--- src/rtl/ihre_pkg.sv ---
// Shared types, constants and helpers of the Intel HEX record encoder.
package ihre_pkg;

   localparam int RECORD_BYTES_DEF = 16;
   localparam int QUEUE_DEPTH      = 2;

   localparam logic [6:0]  CHR_COLON     = 7'h3A;
   localparam logic [6:0]  CHR_ZERO      = 7'h30;
   localparam logic [6:0]  CHR_NEWLINE   = 7'h0A;

   // Index of the last character of each part of a record.
   localparam logic [3:0] SEG_LAST = 4'd15;
   localparam logic [3:0] HDR_LAST = 4'd8;
   localparam logic [3:0] DAT_LAST = 4'd1;
   localparam logic [3:0] TRL_LAST = 4'd2;

   // One accepted byte as classified by the front end.
   typedef struct packed {
      logic       seg;      // a segment record goes first
      logic       seg_hi;   // segment 0x1000 when set, segment 0 otherwise
      logic       hdr;      // this byte opens a record
      logic       trl;      // this byte closes a record
      logic [7:0] cnt;
      logic [7:0] addr_hi;
      logic [7:0] addr_lo;
      logic [7:0] data;
      logic [7:0] csum;
   } cmd_type;

   function automatic logic [6:0] hex_char(input logic [3:0] nib);
      logic [6:0] res;
      if (nib < 4'd10) begin
         res = 7'h30 + {3'b000, nib};
      end else begin
         res = 7'h37 + {3'b000, nib};
      end
      return res;
   endfunction

endpackage

--- src/rtl/intel_hex_record_encoder.sv ---
// Top level of the Intel HEX record encoder.
// Each request carries one payload byte; the encoder answers with the Intel HEX
// text it causes, one ASCII character per response, and marks the last character
// of each request with rsp_tlast. A byte costs two characters, nine more when it
// opens a record, three more when it closes one, and sixteen more when a segment
// record must precede the record. The character sequencer emits one character
// per clock unless rsp_tready stalls the output; a request has 2 to 30 characters,
// about 2.75 per byte over full 16-byte records. A two-entry command queue lets
// the front end take further bytes while earlier ones are still being spelled out.
// A request that would open a block with a length of zero is taken and dropped.
module intel_hex_record_encoder import ihre_pkg::*; #(
   parameter int RECORD_BYTES = RECORD_BYTES_DEF
) (
   input  logic        clock,
   input  logic        reset,
   input  logic        req_tvalid,
   output logic        req_tready,
   // data_byte [7:0], block_address [24:8], block_length [40:25], zero fill
   input  logic [47:0] req_tdata,
   output logic        rsp_tvalid,
   input  logic        rsp_tready,
   // ascii_char [6:0], zero fill
   output logic [7:0]  rsp_tdata,
   output logic        rsp_tlast
);

   logic       push, full, pop, not_empty;
   cmd_type    push_cmd, head;
   logic [6:0] ascii_char;

   ihre_front #(
      .RECORD_BYTES (RECORD_BYTES)
   ) u_front (
      .clock         (clock),
      .reset         (reset),
      .in_valid      (req_tvalid),
      .in_ready      (req_tready),
      .data_byte     (req_tdata[7:0]),
      .block_address (req_tdata[24:8]),
      .block_length  (req_tdata[40:25]),
      .push          (push),
      .push_cmd      (push_cmd),
      .queue_full    (full)
   );

   ihre_queue u_queue (
      .clock     (clock),
      .reset     (reset),
      .push      (push),
      .push_cmd  (push_cmd),
      .full      (full),
      .pop       (pop),
      .not_empty (not_empty),
      .head      (head)
   );

   ihre_back u_back (
      .clock      (clock),
      .reset      (reset),
      .cmd_valid  (not_empty),
      .cmd        (head),
      .pop        (pop),
      .out_valid  (rsp_tvalid),
      .out_ready  (rsp_tready),
      .ascii_char (ascii_char),
      .end_of_run (rsp_tlast)
   );

   assign rsp_tdata = {1'b0, ascii_char};

endmodule

--- src/rtl/ihre_front.sv ---
// Front end: accepts bytes, tracks block and record state, classifies each byte.
module ihre_front import ihre_pkg::*; #(
   parameter int RECORD_BYTES = RECORD_BYTES_DEF
) (
   input  logic        clock,
   input  logic        reset,
   input  logic        in_valid,
   output logic        in_ready,
   input  logic [7:0]  data_byte,
   input  logic [16:0] block_address,
   input  logic [15:0] block_length,
   output logic        push,
   output cmd_type     push_cmd,
   input  logic        queue_full
);

   localparam int CW = $clog2(RECORD_BYTES + 1);
   localparam logic [CW-1:0] REC_MAX   = CW'(RECORD_BYTES);
   localparam logic [16:0]   ADDR_STEP = 17'(RECORD_BYTES);

   logic          seg_flag_ff, seg_flag_in;
   logic [16:0]   rec_addr_ff, rec_addr_in;
   logic [15:0]   bytes_left_ff, bytes_left_in;
   logic [CW-1:0] rec_left_ff, rec_left_in;
   logic [7:0]    sum_ff, sum_in;

   logic          accept, open_blk, drop;
   logic [16:0]   eff_addr;
   logic [15:0]   eff_left;
   logic [CW-1:0] eff_rl, cnt, rl, rl_new;
   logic [7:0]    eff_sum, sum0, sum1;
   logic          hdr, seg_hi, seg_lo, seg;

   assign in_ready = !queue_full;
   assign accept   = in_valid && in_ready;
   assign open_blk = (bytes_left_ff == 16'd0);
   assign drop     = open_blk && (block_length == 16'd0);
   assign push     = accept && !drop;

   always_comb begin
      eff_addr = open_blk ? block_address : rec_addr_ff;
      eff_left = open_blk ? block_length : bytes_left_ff;
      eff_rl   = open_blk ? '0 : rec_left_ff;
      eff_sum  = open_blk ? 8'd0 : sum_ff;
      hdr      = (eff_rl == '0);
      seg_hi   = !seg_flag_ff && eff_addr[16];
      seg_lo   = seg_flag_ff && !eff_addr[16];
      seg      = hdr && (seg_hi || seg_lo);
      if (eff_left < 16'(RECORD_BYTES)) begin
         cnt = eff_left[CW-1:0];
      end else begin
         cnt = REC_MAX;
      end
      rl     = hdr ? cnt : eff_rl;
      sum0   = hdr ? (8'(cnt) + eff_addr[15:8] + eff_addr[7:0]) : eff_sum;
      sum1   = sum0 + data_byte;
      rl_new = rl - CW'(1);

      push_cmd.seg     = seg;
      push_cmd.seg_hi  = seg_hi;
      push_cmd.hdr     = hdr;
      push_cmd.trl     = (rl_new == '0);
      push_cmd.cnt     = 8'(cnt);
      push_cmd.addr_hi = eff_addr[15:8];
      push_cmd.addr_lo = eff_addr[7:0];
      push_cmd.data    = data_byte;
      push_cmd.csum    = 8'd0 - sum1;

      seg_flag_in   = seg ? !seg_flag_ff : seg_flag_ff;
      rec_addr_in   = push_cmd.trl ? (eff_addr + ADDR_STEP) : eff_addr;
      bytes_left_in = eff_left - 16'd1;
      rec_left_in   = rl_new;
      sum_in        = push_cmd.trl ? 8'd0 : sum1;
   end

   always_ff @(posedge clock) begin
      if (reset) begin
         seg_flag_ff   <= 1'b0;
         rec_addr_ff   <= '0;
         bytes_left_ff <= '0;
         rec_left_ff   <= '0;
         sum_ff        <= '0;
      end else if (push) begin
         seg_flag_ff   <= seg_flag_in;
         rec_addr_ff   <= rec_addr_in;
         bytes_left_ff <= bytes_left_in;
         rec_left_ff   <= rec_left_in;
         sum_ff        <= sum_in;
      end
   end

endmodule

--- src/rtl/ihre_queue.sv ---
// Short command queue between the front end and the character sequencer.
module ihre_queue import ihre_pkg::*; (
   input  logic    clock,
   input  logic    reset,
   input  logic    push,
   input  cmd_type push_cmd,
   output logic    full,
   input  logic    pop,
   output logic    not_empty,
   output cmd_type head
);

   localparam int PW = $clog2(QUEUE_DEPTH);
   localparam int NW = $clog2(QUEUE_DEPTH + 1);

   cmd_type         mem_ff [QUEUE_DEPTH];
   logic [PW-1:0]   wr_ptr_ff, rd_ptr_ff;
   logic [NW-1:0]   count_ff;

   assign full      = (count_ff == NW'(QUEUE_DEPTH));
   assign not_empty = (count_ff != '0);
   assign head      = mem_ff[rd_ptr_ff];

   always_ff @(posedge clock) begin
      if (push) begin
         mem_ff[wr_ptr_ff] <= push_cmd;
      end
   end

   always_ff @(posedge clock) begin
      if (reset) begin
         wr_ptr_ff <= '0;
         rd_ptr_ff <= '0;
         count_ff  <= '0;
      end else begin
         if (push) begin
            wr_ptr_ff <= (wr_ptr_ff == PW'(QUEUE_DEPTH - 1)) ? '0 : wr_ptr_ff + PW'(1);
         end
         if (pop) begin
            rd_ptr_ff <= (rd_ptr_ff == PW'(QUEUE_DEPTH - 1)) ? '0 : rd_ptr_ff + PW'(1);
         end
         if (push && !pop) begin
            count_ff <= count_ff + NW'(1);
         end else if (pop && !push) begin
            count_ff <= count_ff - NW'(1);
         end
      end
   end

endmodule

--- src/rtl/ihre_back.sv ---
// Back end: walks each queued command and emits its characters, one per cycle unless the output stalls.
module ihre_back import ihre_pkg::*; (
   input  logic       clock,
   input  logic       reset,
   input  logic       cmd_valid,
   input  cmd_type    cmd,
   output logic       pop,
   output logic       out_valid,
   input  logic       out_ready,
   output logic [6:0] ascii_char,
   output logic       end_of_run
);

   typedef enum logic [2:0] {
      PH_NEW,
      PH_SEG,
      PH_HDR,
      PH_DAT,
      PH_TRL
   } phase_type;

   phase_type  phase_ff, phase_in, eff_phase, after_phase;
   logic [3:0] idx_ff, idx_in, last_idx;
   logic       valid_ff, valid_in, last_ff, last_in;
   logic [6:0] char_ff, char_in;
   logic       load, done;

   function automatic logic [6:0] seg_char(input logic [3:0] i, input logic hi);
      logic [6:0] c;
      case (i)
         4'd0:    c = CHR_COLON;
         4'd2:    c = 7'h32;
         4'd8:    c = 7'h32;
         4'd9:    c = hi ? 7'h31 : CHR_ZERO;
         4'd13:   c = hi ? 7'h45 : 7'h46;
         4'd14:   c = 7'h43;
         4'd15:   c = CHR_NEWLINE;
         default: c = CHR_ZERO;
      endcase
      return c;
   endfunction

   assign load = cmd_valid && (!valid_ff || out_ready);

   always_comb begin
      if (phase_ff == PH_NEW) begin
         if (cmd.seg) begin
            eff_phase = PH_SEG;
         end else if (cmd.hdr) begin
            eff_phase = PH_HDR;
         end else begin
            eff_phase = PH_DAT;
         end
      end else begin
         eff_phase = phase_ff;
      end

      case (eff_phase)
         PH_SEG: begin
            last_idx    = SEG_LAST;
            after_phase = PH_HDR;
            char_in     = seg_char(idx_ff, cmd.seg_hi);
         end
         PH_HDR: begin
            last_idx    = HDR_LAST;
            after_phase = PH_DAT;
            case (idx_ff)
               4'd0:    char_in = CHR_COLON;
               4'd1:    char_in = hex_char(cmd.cnt[7:4]);
               4'd2:    char_in = hex_char(cmd.cnt[3:0]);
               4'd3:    char_in = hex_char(cmd.addr_hi[7:4]);
               4'd4:    char_in = hex_char(cmd.addr_hi[3:0]);
               4'd5:    char_in = hex_char(cmd.addr_lo[7:4]);
               4'd6:    char_in = hex_char(cmd.addr_lo[3:0]);
               default: char_in = CHR_ZERO;
            endcase
         end
         PH_DAT: begin
            last_idx    = DAT_LAST;
            after_phase = cmd.trl ? PH_TRL : PH_NEW;
            char_in     = (idx_ff == 4'd0) ? hex_char(cmd.data[7:4]) : hex_char(cmd.data[3:0]);
         end
         PH_TRL: begin
            last_idx    = TRL_LAST;
            after_phase = PH_NEW;
            case (idx_ff)
               4'd0:    char_in = hex_char(cmd.csum[7:4]);
               4'd1:    char_in = hex_char(cmd.csum[3:0]);
               default: char_in = CHR_NEWLINE;
            endcase
         end
         default: begin
            last_idx    = 4'd0;
            after_phase = PH_NEW;
            char_in     = CHR_ZERO;
         end
      endcase

      done = (idx_ff == last_idx) && (after_phase == PH_NEW);
      pop  = load && done;

      phase_in = phase_ff;
      idx_in   = idx_ff;
      valid_in = valid_ff;
      last_in  = last_ff;
      if (load) begin
         valid_in = 1'b1;
         last_in  = done;
         if (idx_ff == last_idx) begin
            phase_in = after_phase;
            idx_in   = 4'd0;
         end else begin
            phase_in = eff_phase;
            idx_in   = idx_ff + 4'd1;
         end
      end else if (out_ready) begin
         valid_in = 1'b0;
      end
   end

   always_ff @(posedge clock) begin
      if (reset) begin
         phase_ff <= PH_NEW;
         idx_ff   <= '0;
         valid_ff <= 1'b0;
         last_ff  <= 1'b0;
      end else begin
         phase_ff <= phase_in;
         idx_ff   <= idx_in;
         valid_ff <= valid_in;
         last_ff  <= last_in;
      end
      if (load) begin
         char_ff <= char_in;
      end
   end

   assign out_valid  = valid_ff;
   assign ascii_char = char_ff;
   assign end_of_run = last_ff;

endmodule
--- config.mk ---
export PLATFORM = sky130hd
export DESIGN_NAME = intel_hex_record_encoder
export DESIGN_NICKNAME = d
export VERILOG_FILES = /design/src/rtl/ihre_pkg.sv /design/src/rtl/intel_hex_record_encoder.sv /design/src/rtl/ihre_front.sv /design/src/rtl/ihre_queue.sv /design/src/rtl/ihre_back.sv
export SDC_FILE = /design/constraint.sdc
export NUM_CORES = 1
export LEC_CHECK = 0
export BUFFER_PORTS_ARGS = -buffer_cell sky130_fd_sc_hd__buf_2
export CORE_ASPECT_RATIO = 0.9
export CORE_MARGIN = 3
export CORE_UTILIZATION = 60
export CTS_CLUSTER_SIZE = 40
export DETAILED_ROUTE_END_ITERATION = 6
export PLACE_DENSITY = 0.79
export SYNTH_ARGS = -nofsm -noshare
export SYNTH_HDL_FRONTEND = slang
export SYNTH_SLANG_ARGS = --single-unit
export TNS_END_PERCENT = 100
--- constraint.sdc ---
create_clock -name clock -period 10.87 [get_ports clock]
set_clock_uncertainty 0.2 [all_clocks]
set_input_delay 0 -clock clock [delete_from_list [all_inputs] [get_ports clock]]
set_output_delay 0 -clock clock [all_outputs]
set_load 0.03 [all_outputs]
Yosys cells after proc, flatten, opt, wreduce, memory -nomap -nowiden
Memory sizes are Yosys's and may differ from the RTL's. A register that Yosys moved wholly into a read port is not among the register bits.
Index checks and enable logic that the tools add are counted.
- memories kept: 1
- register bits after elaboration: 67
- bits in writable memories: 82
- bits of input ports: 52
- output and inout bits: 11
- logic and storage cells: 150
- reduce and logical (&&, ||, !) cells: 32
- eq/ne operators: 17
- order comparisons: 11
- mux-type cells: 44
- $add $sub $neg: 32
- memories (name ; words ; bits a word ; rd ports ; clocked after memory_dff ; wr ports ; line ; source):
    u_queue.mem_ff ; 2 ; 41 ; 1 ; 1 ; 1 ; ihre_queue.sv:16 ; cmd_type mem_ff [QUEUE_DEPTH];
- operators with widths (kind ; number):
    $add A6 B4 Y7 const A ; 20
    $mux W7 ; 11
    $pmux W7 S7 ; 1
    $pmux W7 S6 ; 1
    $lt A4 B4 Y1 const B ; 10
    $mux W17 ; 2
    $logic_not A16 Y1 ; 2
    $pmux W7 S4 ; 1
    $mux W8 ; 3
    $eq A4 B4 Y1 const B ; 5
    $add A17 B5 Y17 const B ; 1
    $add A8 B8 Y8 ; 2
    $lt A16 B5 Y1 const B ; 1
    $mux W16 ; 1
    $pmux W4 S4 ; 1
    $sub A16 B1 Y16 const B ; 1
    $mux W5 ; 3
    $pmux W7 S2 ; 1
    $eq A4 B3 Y1 const B ; 3
    $mux W3 ; 4
    $logic_and A1 B1 Y1 ; 11
    $logic_not A5 Y1 ; 2
    $mux W1 ; 10
    $pmux W3 S3 ; 1
    other kinds (23) ; 38

Depth between registers and ports, before layout
- depth in word-level cells: 11
- gate-level depth with buffers: 26
- depth with buffers taken out: 22

By module
A second synthesis with hierarchy kept.
- cells, all modules: 1063
- area, all modules: 9830.7 sq um
- modules (own cells, without submodules) (module ; times used ; area each (sq um) ; cells an instance):
    ihre_front ; 1 ; 4165.2 ; 575
    ihre_queue ; 1 ; 3398.3 ; 159
    ihre_back ; 1 ; 2255.9 ; 327
    intel_hex_record_encoder ; 1 ; 11.3 ; 2

Least setup slack after synthesis
No wires, ideal clock.
- path type: reg-to-reg
- start: register u_front.bytes_left_ff[8]
- end: memory u_queue.mem_ff[0][7] in the netlist's numbering, data pin
- required time: 10.403 ns
- slack: 5.205 ns
- stages on the path, launching flop included: 25
- data arrival time: 5.198 ns
- clock period less this slack: 5.665 ns
- cell sequence: dfxtp_1 -> nor3_2 -> nand4_1 -> clkbuf_1 -> nor2_1 -> buf_2 -> clkbuf_1 -> buf_1 -> a21oi_1 -> nor2_1 -> inv_1 -> fa_1 -> inv_1 -> ha_1 -> fa_1 -> a21o_1 -> a21oi_1 -> xnor2_1 -> o21ai_0 -> ha_1 -> nand2_1 -> o21ai_0 -> xnor2_1 -> xnor2_1 -> xor2_1
- RTL lines (what ; line ; source):
    from (decl) ; ihre_front.sv:23 ; logic [15:0] bytes_left_ff, bytes_left_in;
    from (signal assigned) ; ihre_front.sv:86 ; bytes_left_ff <= bytes_left_in;
    to (decl) ; ihre_queue.sv:16 ;

==> impl_metrics.xml <==
<?xml version="1.0" encoding="UTF-8"?>
<metrics>
  <group name="yosys">
    <metric name="synth_area" unit="sq um">9170</metric>
    <metric name="synth.yosys.warnings" unit="">0</metric>
    <metric name="synth.largest_area_cell" unit="">sky130_fd_sc_hd__edfxtp_1</metric>
    <metric name="synth_flop_cell" unit="">sky130_fd_sc_hd__edfxtp_1</metric>
    <metric name="synth_async_sr_flop_share" unit="%">0</metric>
    <metric name="yosys_register_bits" unit="">150</metric>
    <metric name="synth_area_leaders" unit="">sky130_fd_sc_hd__edfxtp_1, sky130_fd_sc_hd__dfxtp_1, sky130_fd_sc_hd__mux2i_1, sky130_fd_sc_hd__ha_1, sky130_fd_sc_hd__nand2_1</metric>
    <metric name="synthesis.nets" unit="">1074</metric>
    <metric name="synth.most_common_cell" unit="">sky130_fd_sc_hd__nand2_1</metric>
    <metric name="synth_enable_flop_cells" unit="">89</metric>
    <metric name="most_frequent_cells_after_synthesis" unit="">sky130_fd_sc_hd__nand2_1, sky130_fd_sc_hd__edfxtp_1, sky130_fd_sc_hd__nor2_1</metric>
    <metric name="synth_cell_type_count" unit="">74</metric>
    <metric name="post_synth_inst_count" unit="">980</metric>
    <metric name="avgSynthCellArea" unit="sq um">9.35</metric>
    <metric name="synth_largest_type_area_fraction" unit="%">29.2</metric>
    <metric name="yosysSeqAreaShare" unit="%">42.5</metric>
  </group>
  <group name="die">
    <metric name="die_y" unit="microns">123</metric>
    <metric name="die_area" unit="sq um">16800</metric>
    <metric name="placement_rows" unit="">42</metric>
    <metric name="die_w" unit="microns">136</metric>
    <metric name="initial_core_util" unit="%">61.9</metric>
    <metric name="ios" unit="">63</metric>
    <metric name="design.core.area" unit="sq um">14800</metric>
  </group>
  <group name="setup_path">
    <metric name="crit_path_frequent_cell" unit="">sky130_fd_sc_hd__xnor2_1</metric>
    <metric name="timing.critical_path.cells" unit="">nor3_2, nand4_1, nor2_4, buf_4, a21oi_1, nor2_1, inv_1, fa_1, inv_1, ha_1, fa_1, a21o_1, a21oi_1, xnor2_1, o21ai_0, ha_1, nand2_1, o21ai_0, xnor2_1, xnor2_1, xor2_1</metric>
    <metric name="critical_path_required" unit="ps">10840</metric>
    <metric name="worst-path-max-fanout" unit="">26</metric>
    <metric name="critical_path.max_stage_delay" unit="ps">620</metric>
    <metric name="worstPathArrival" unit="ps">6100</metric>
    <metric name="setup.worst_path.start" unit="">u_front.bytes_left_ff[8]</metric>
    <metric name="crit_type" unit="">register to register</metric>
    <metric name="reg2reg_from" unit="">u_front.bytes_left_ff[8]</metric>
    <metric name="crit_buf_inv" unit="">3</metric>
    <metric name="setup.worst_path.end_class" unit="">register</metric>
    <metric name="timing.critical_path.from_type" unit="">register</metric>
    <metric name="path_delay_family" unit="">simple AND/OR/NAND/NOR gates</metric>
    <metric name="cpMaxStageDelayCell" unit="">sky130_fd_sc_hd__nor2_4</metric>
  </group>
  <group name="grt">
    <metric name="grt_overflow_total" unit="">0</metric>
    <metric name="grt_pass1_wl" unit="microns">36600</metric>
    <metric name="grt_start_max_net_pins" unit="">62</metric>
    <metric name="gr-usage-all-layers" unit="%">28.0</metric>
    <metric name="vias_in_the_first_global_route" unit="">7259</metric>
    <metric name="antenna_found_initial" unit="">0</metric>
  </group>
  <group name="final_layout">
    <metric name="layout.filler_cells" unit="">1108</metric>
    <metric name="syn2layout_area_growth" unit="%">16.5</metric>
    <metric name="antennaDiodeCount" unit="">0</metric>
    <metric name="final_core_utilization" unit="%">72.0</metric>
    <metric name="final_nets" unit="">1162</metric>
    <metric name="multi_input_area" unit="sq um">4970</metric>
    <metric name="register_area" unit="sq um">3890</metric>
    <metric name="layout-drive-gt1-share" unit="%">11.5</metric>
  </group>
  <group name="routing">
    <metric name="drt-initial-drc-count" unit="">937</metric>
    <metric name="drtPass1Iterations" unit="">6</metric>
    <metric name="route.final.wire_length" unit="microns">23300</metric>
    <metric name="route.vias.total" unit="">8007</metric>
    <metric name="antenna_left" unit="">0</metric>
    <metric name="vias_per_cell" unit="">6.26</metric>
    <metric name="detail_route.wl_per_cell" unit="microns">18.2</metric>
    <metric name="drcViolationCount" unit="">0</metric>
  </group>
  <group name="cts">
    <metric name="cts-root-buf" unit="">sky130_fd_sc_hd__clkbuf_16</metric>
    <metric name="cts_htree_levels" unit="">4</metric>
    <metric name="clk_pin_slew" unit="ps">70</metric>
    <metric name="clockBufferDepth" unit="">2</metric>
    <metric name="tritoncts_clock_tree" unit="">built</metric>
    <metric name="clock_insertion_delay_worst_skew" unit="ps">430</metric>
    <metric name="cts_setup_buffers" unit="">0</metric>
    <metric name="cts-buffers-inserted" unit="">17</metric>
    <metric name="ctsResizeCount" unit="">0</metric>
    <metric name="post_cts_hold_buffer_count" unit="">53</metric>
    <metric name="clock-sinks" unit="">150</metric>
  </group>
  <group name="hold_path">
    <metric name="hp-start" unit="">req_tdata[17]</metric>
    <metric name="min-delay-path-class" unit="">input pin to register</metric>
  </group>
  <group name="place">
    <metric name="place_ws" unit="ps">4900</metric>
    <metric name="hpwlAfterDp" unit="microns">15300</metric>
    <metric name="final_weighted_congestion_of_routability_driven_global_placement" unit="">0.910</metric>
    <metric name="io_buffers" unit="">54</metric>
  </group>
  <group name="timing">
    <metric name="maxClockFrequency" unit="MHz">163</metric>
    <metric name="setup_total_negative_slack" unit="ps">0</metric>
    <metric name="tightest_slew" unit="ps">1040</metric>
    <metric name="final-max-slew-violation-count" unit="">0</metric>
    <metric name="report.final.setup_viol" unit="">0</metric>
    <metric name="final.hold.worst_slack" unit="ps">93.7</metric>
    <metric name="post_route_fraction_of_the_period_consumed_by_the_critical_path" unit="%">56.5</metric>
    <metric name="timing.final.hold_violations" unit="">0</metric>
    <metric name="setup_repair_after_global_routing_missed_its_margin" unit="">false</metric>
    <metric name="final_period_minus_worst_setup_slack" unit="ps">6140</metric>
    <metric name="setup_ws" unit="ps">4730</metric>
    <metric name="relSlewSlack" unit="%">30.6</metric>
  </group>
  <group name="status">
    <metric name="outcome" unit="">finished clean</metric>
  </group>
  <group name="flow_run">
    <metric name="max-cap-violations" unit="">0</metric>
  </group>
</metrics>
-- flip-flops by register name, indices dropped and copies added (netlist names), named ones only --
register / cells
u_back.ascii_char: 7
u_back.end_of_run: 1
u_back.idx_ff: 4
u_back.out_valid: 1
u_back.phase_ff: 3
u_front.bytes_left_ff: 16
u_front.rec_addr_ff: 17
u_front.rec_left_ff: 5
u_front.seg_flag_ff: 1
u_front.sum_ff: 8
u_queue.count_ff: 2
u_queue.mem_ff: 82
u_queue.rd_ptr_ff: 1
u_queue.wr_ptr_ff: 1
-- logic make-up after synthesis --
family                     share of synthesized area, %
and+or+nand+nor                                    17.3
AOI/OAI and AO/OA                                  18.8
DFF                                                42.5
buffers and inverters                              3.53
muxes                                              7.38
adders and majority gates                          6.31
xor gates and xnor gates                           4.16
other                                            0.0409
-- final cells by class --
type	instances	area share, %
multi-input cells	746	46.5
flip-flops and latches	150	36.5
repair buffers	115	8.06
clock buffers	19	4.05
well taps	198	2.32
inverters	38	1.34
clock inverters	13	1.22
-- tightest hold or removal path, stage by stage --
cell                       delay [ps]
sky130_fd_sc_hd__buf_2            120
sky130_fd_sc_hd__nand4_1           80
sky130_fd_sc_hd__mux2_2           200
sky130_fd_sc_hd__nor4_1            80
sky130_fd_sc_hd__nand2_1           60
sky130_fd_sc_hd__o221ai_1         110
-- per-layer routing --
metal	vias up	wire (microns)	global-route usage, %
met5	-	0	0
met1	3820	10400	39.7
met2	328	11000	44.3
met3	38	1590	5.00
met4	0	351	8.82
li1	3821	-	-
-- through the flow --
stage	area [sq um]	instances
floorplan	9170	980
global placement	9580	1194
detailed placement	9580	1194
CTS	10700	1279
global route	10700	1279
finish	10700	1279
-- layout by cell type, fill, tap and decap left out, types with 5 or more instances in the layout --
cell type	count
sky130_fd_sc_hd__a211oi_1	11
sky130_fd_sc_hd__a21o_1	5
sky130_fd_sc_hd__a21oi_1	78
sky130_fd_sc_hd__a22oi_1	9
sky130_fd_sc_hd__a31o_2	7
sky130_fd_sc_hd__a31oi_1	16
sky130_fd_sc_hd__and2_1	5
sky130_fd_sc_hd__and3_1	7
sky130_fd_sc_hd__buf_2	54
sky130_fd_sc_hd__buf_4	8
sky130_fd_sc_hd__clkbuf_16	17
sky130_fd_sc_hd__clkinv_1	6
sky130_fd_sc_hd__dfxtp_1	60
sky130_fd_sc_hd__dlygate4sd3_1	53
sky130_fd_sc_hd__edfxtp_1	89
sky130_fd_sc_hd__fa_1	7
sky130_fd_sc_hd__ha_1	35
sky130_fd_sc_hd__inv_1	36
sky130_fd_sc_hd__mux2_2	13
sky130_fd_sc_hd__mux2i_1	53
sky130_fd_sc_hd__nand2_1	115
sky130_fd_sc_hd__nand3_1	42
sky130_fd_sc_hd__nand4_1	16
sky130_fd_sc_hd__nor2_1	79
sky130_fd_sc_hd__nor2b_1	13
sky130_fd_sc_hd__nor3_1	25
sky130_fd_sc_hd__nor4_1	6
sky130_fd_sc_hd__o21a_1	6
sky130_fd_sc_hd__o21ai_0	49
sky130_fd_sc_hd__o21bai_1	5
sky130_fd_sc_hd__o22ai_1	11
sky130_fd_sc_hd__o311ai_0	6
sky130_fd_sc_hd__o31ai_1	9
sky130_fd_sc_hd__or3_1	6
sky130_fd_sc_hd__xnor2_1	24
sky130_fd_sc_hd__xor2_1	17
-- final timing paths --
path / endpoint / slack, ps / cells past startpoint
hold reg to reg: u_back.end_of_run / 260 / 2
setup reg to reg: u_queue.mem_ff[1][7] / 4730 / 21
setup / recovery: u_queue.mem_ff[1][7] / 4730 / 21
hold / removal: u_front.rec_addr_ff[15] / 90 / 6
Power is left out: the tool's default activity adds up to more than one toggle a clock period on the data nets, which glitch-free logic cannot reach.
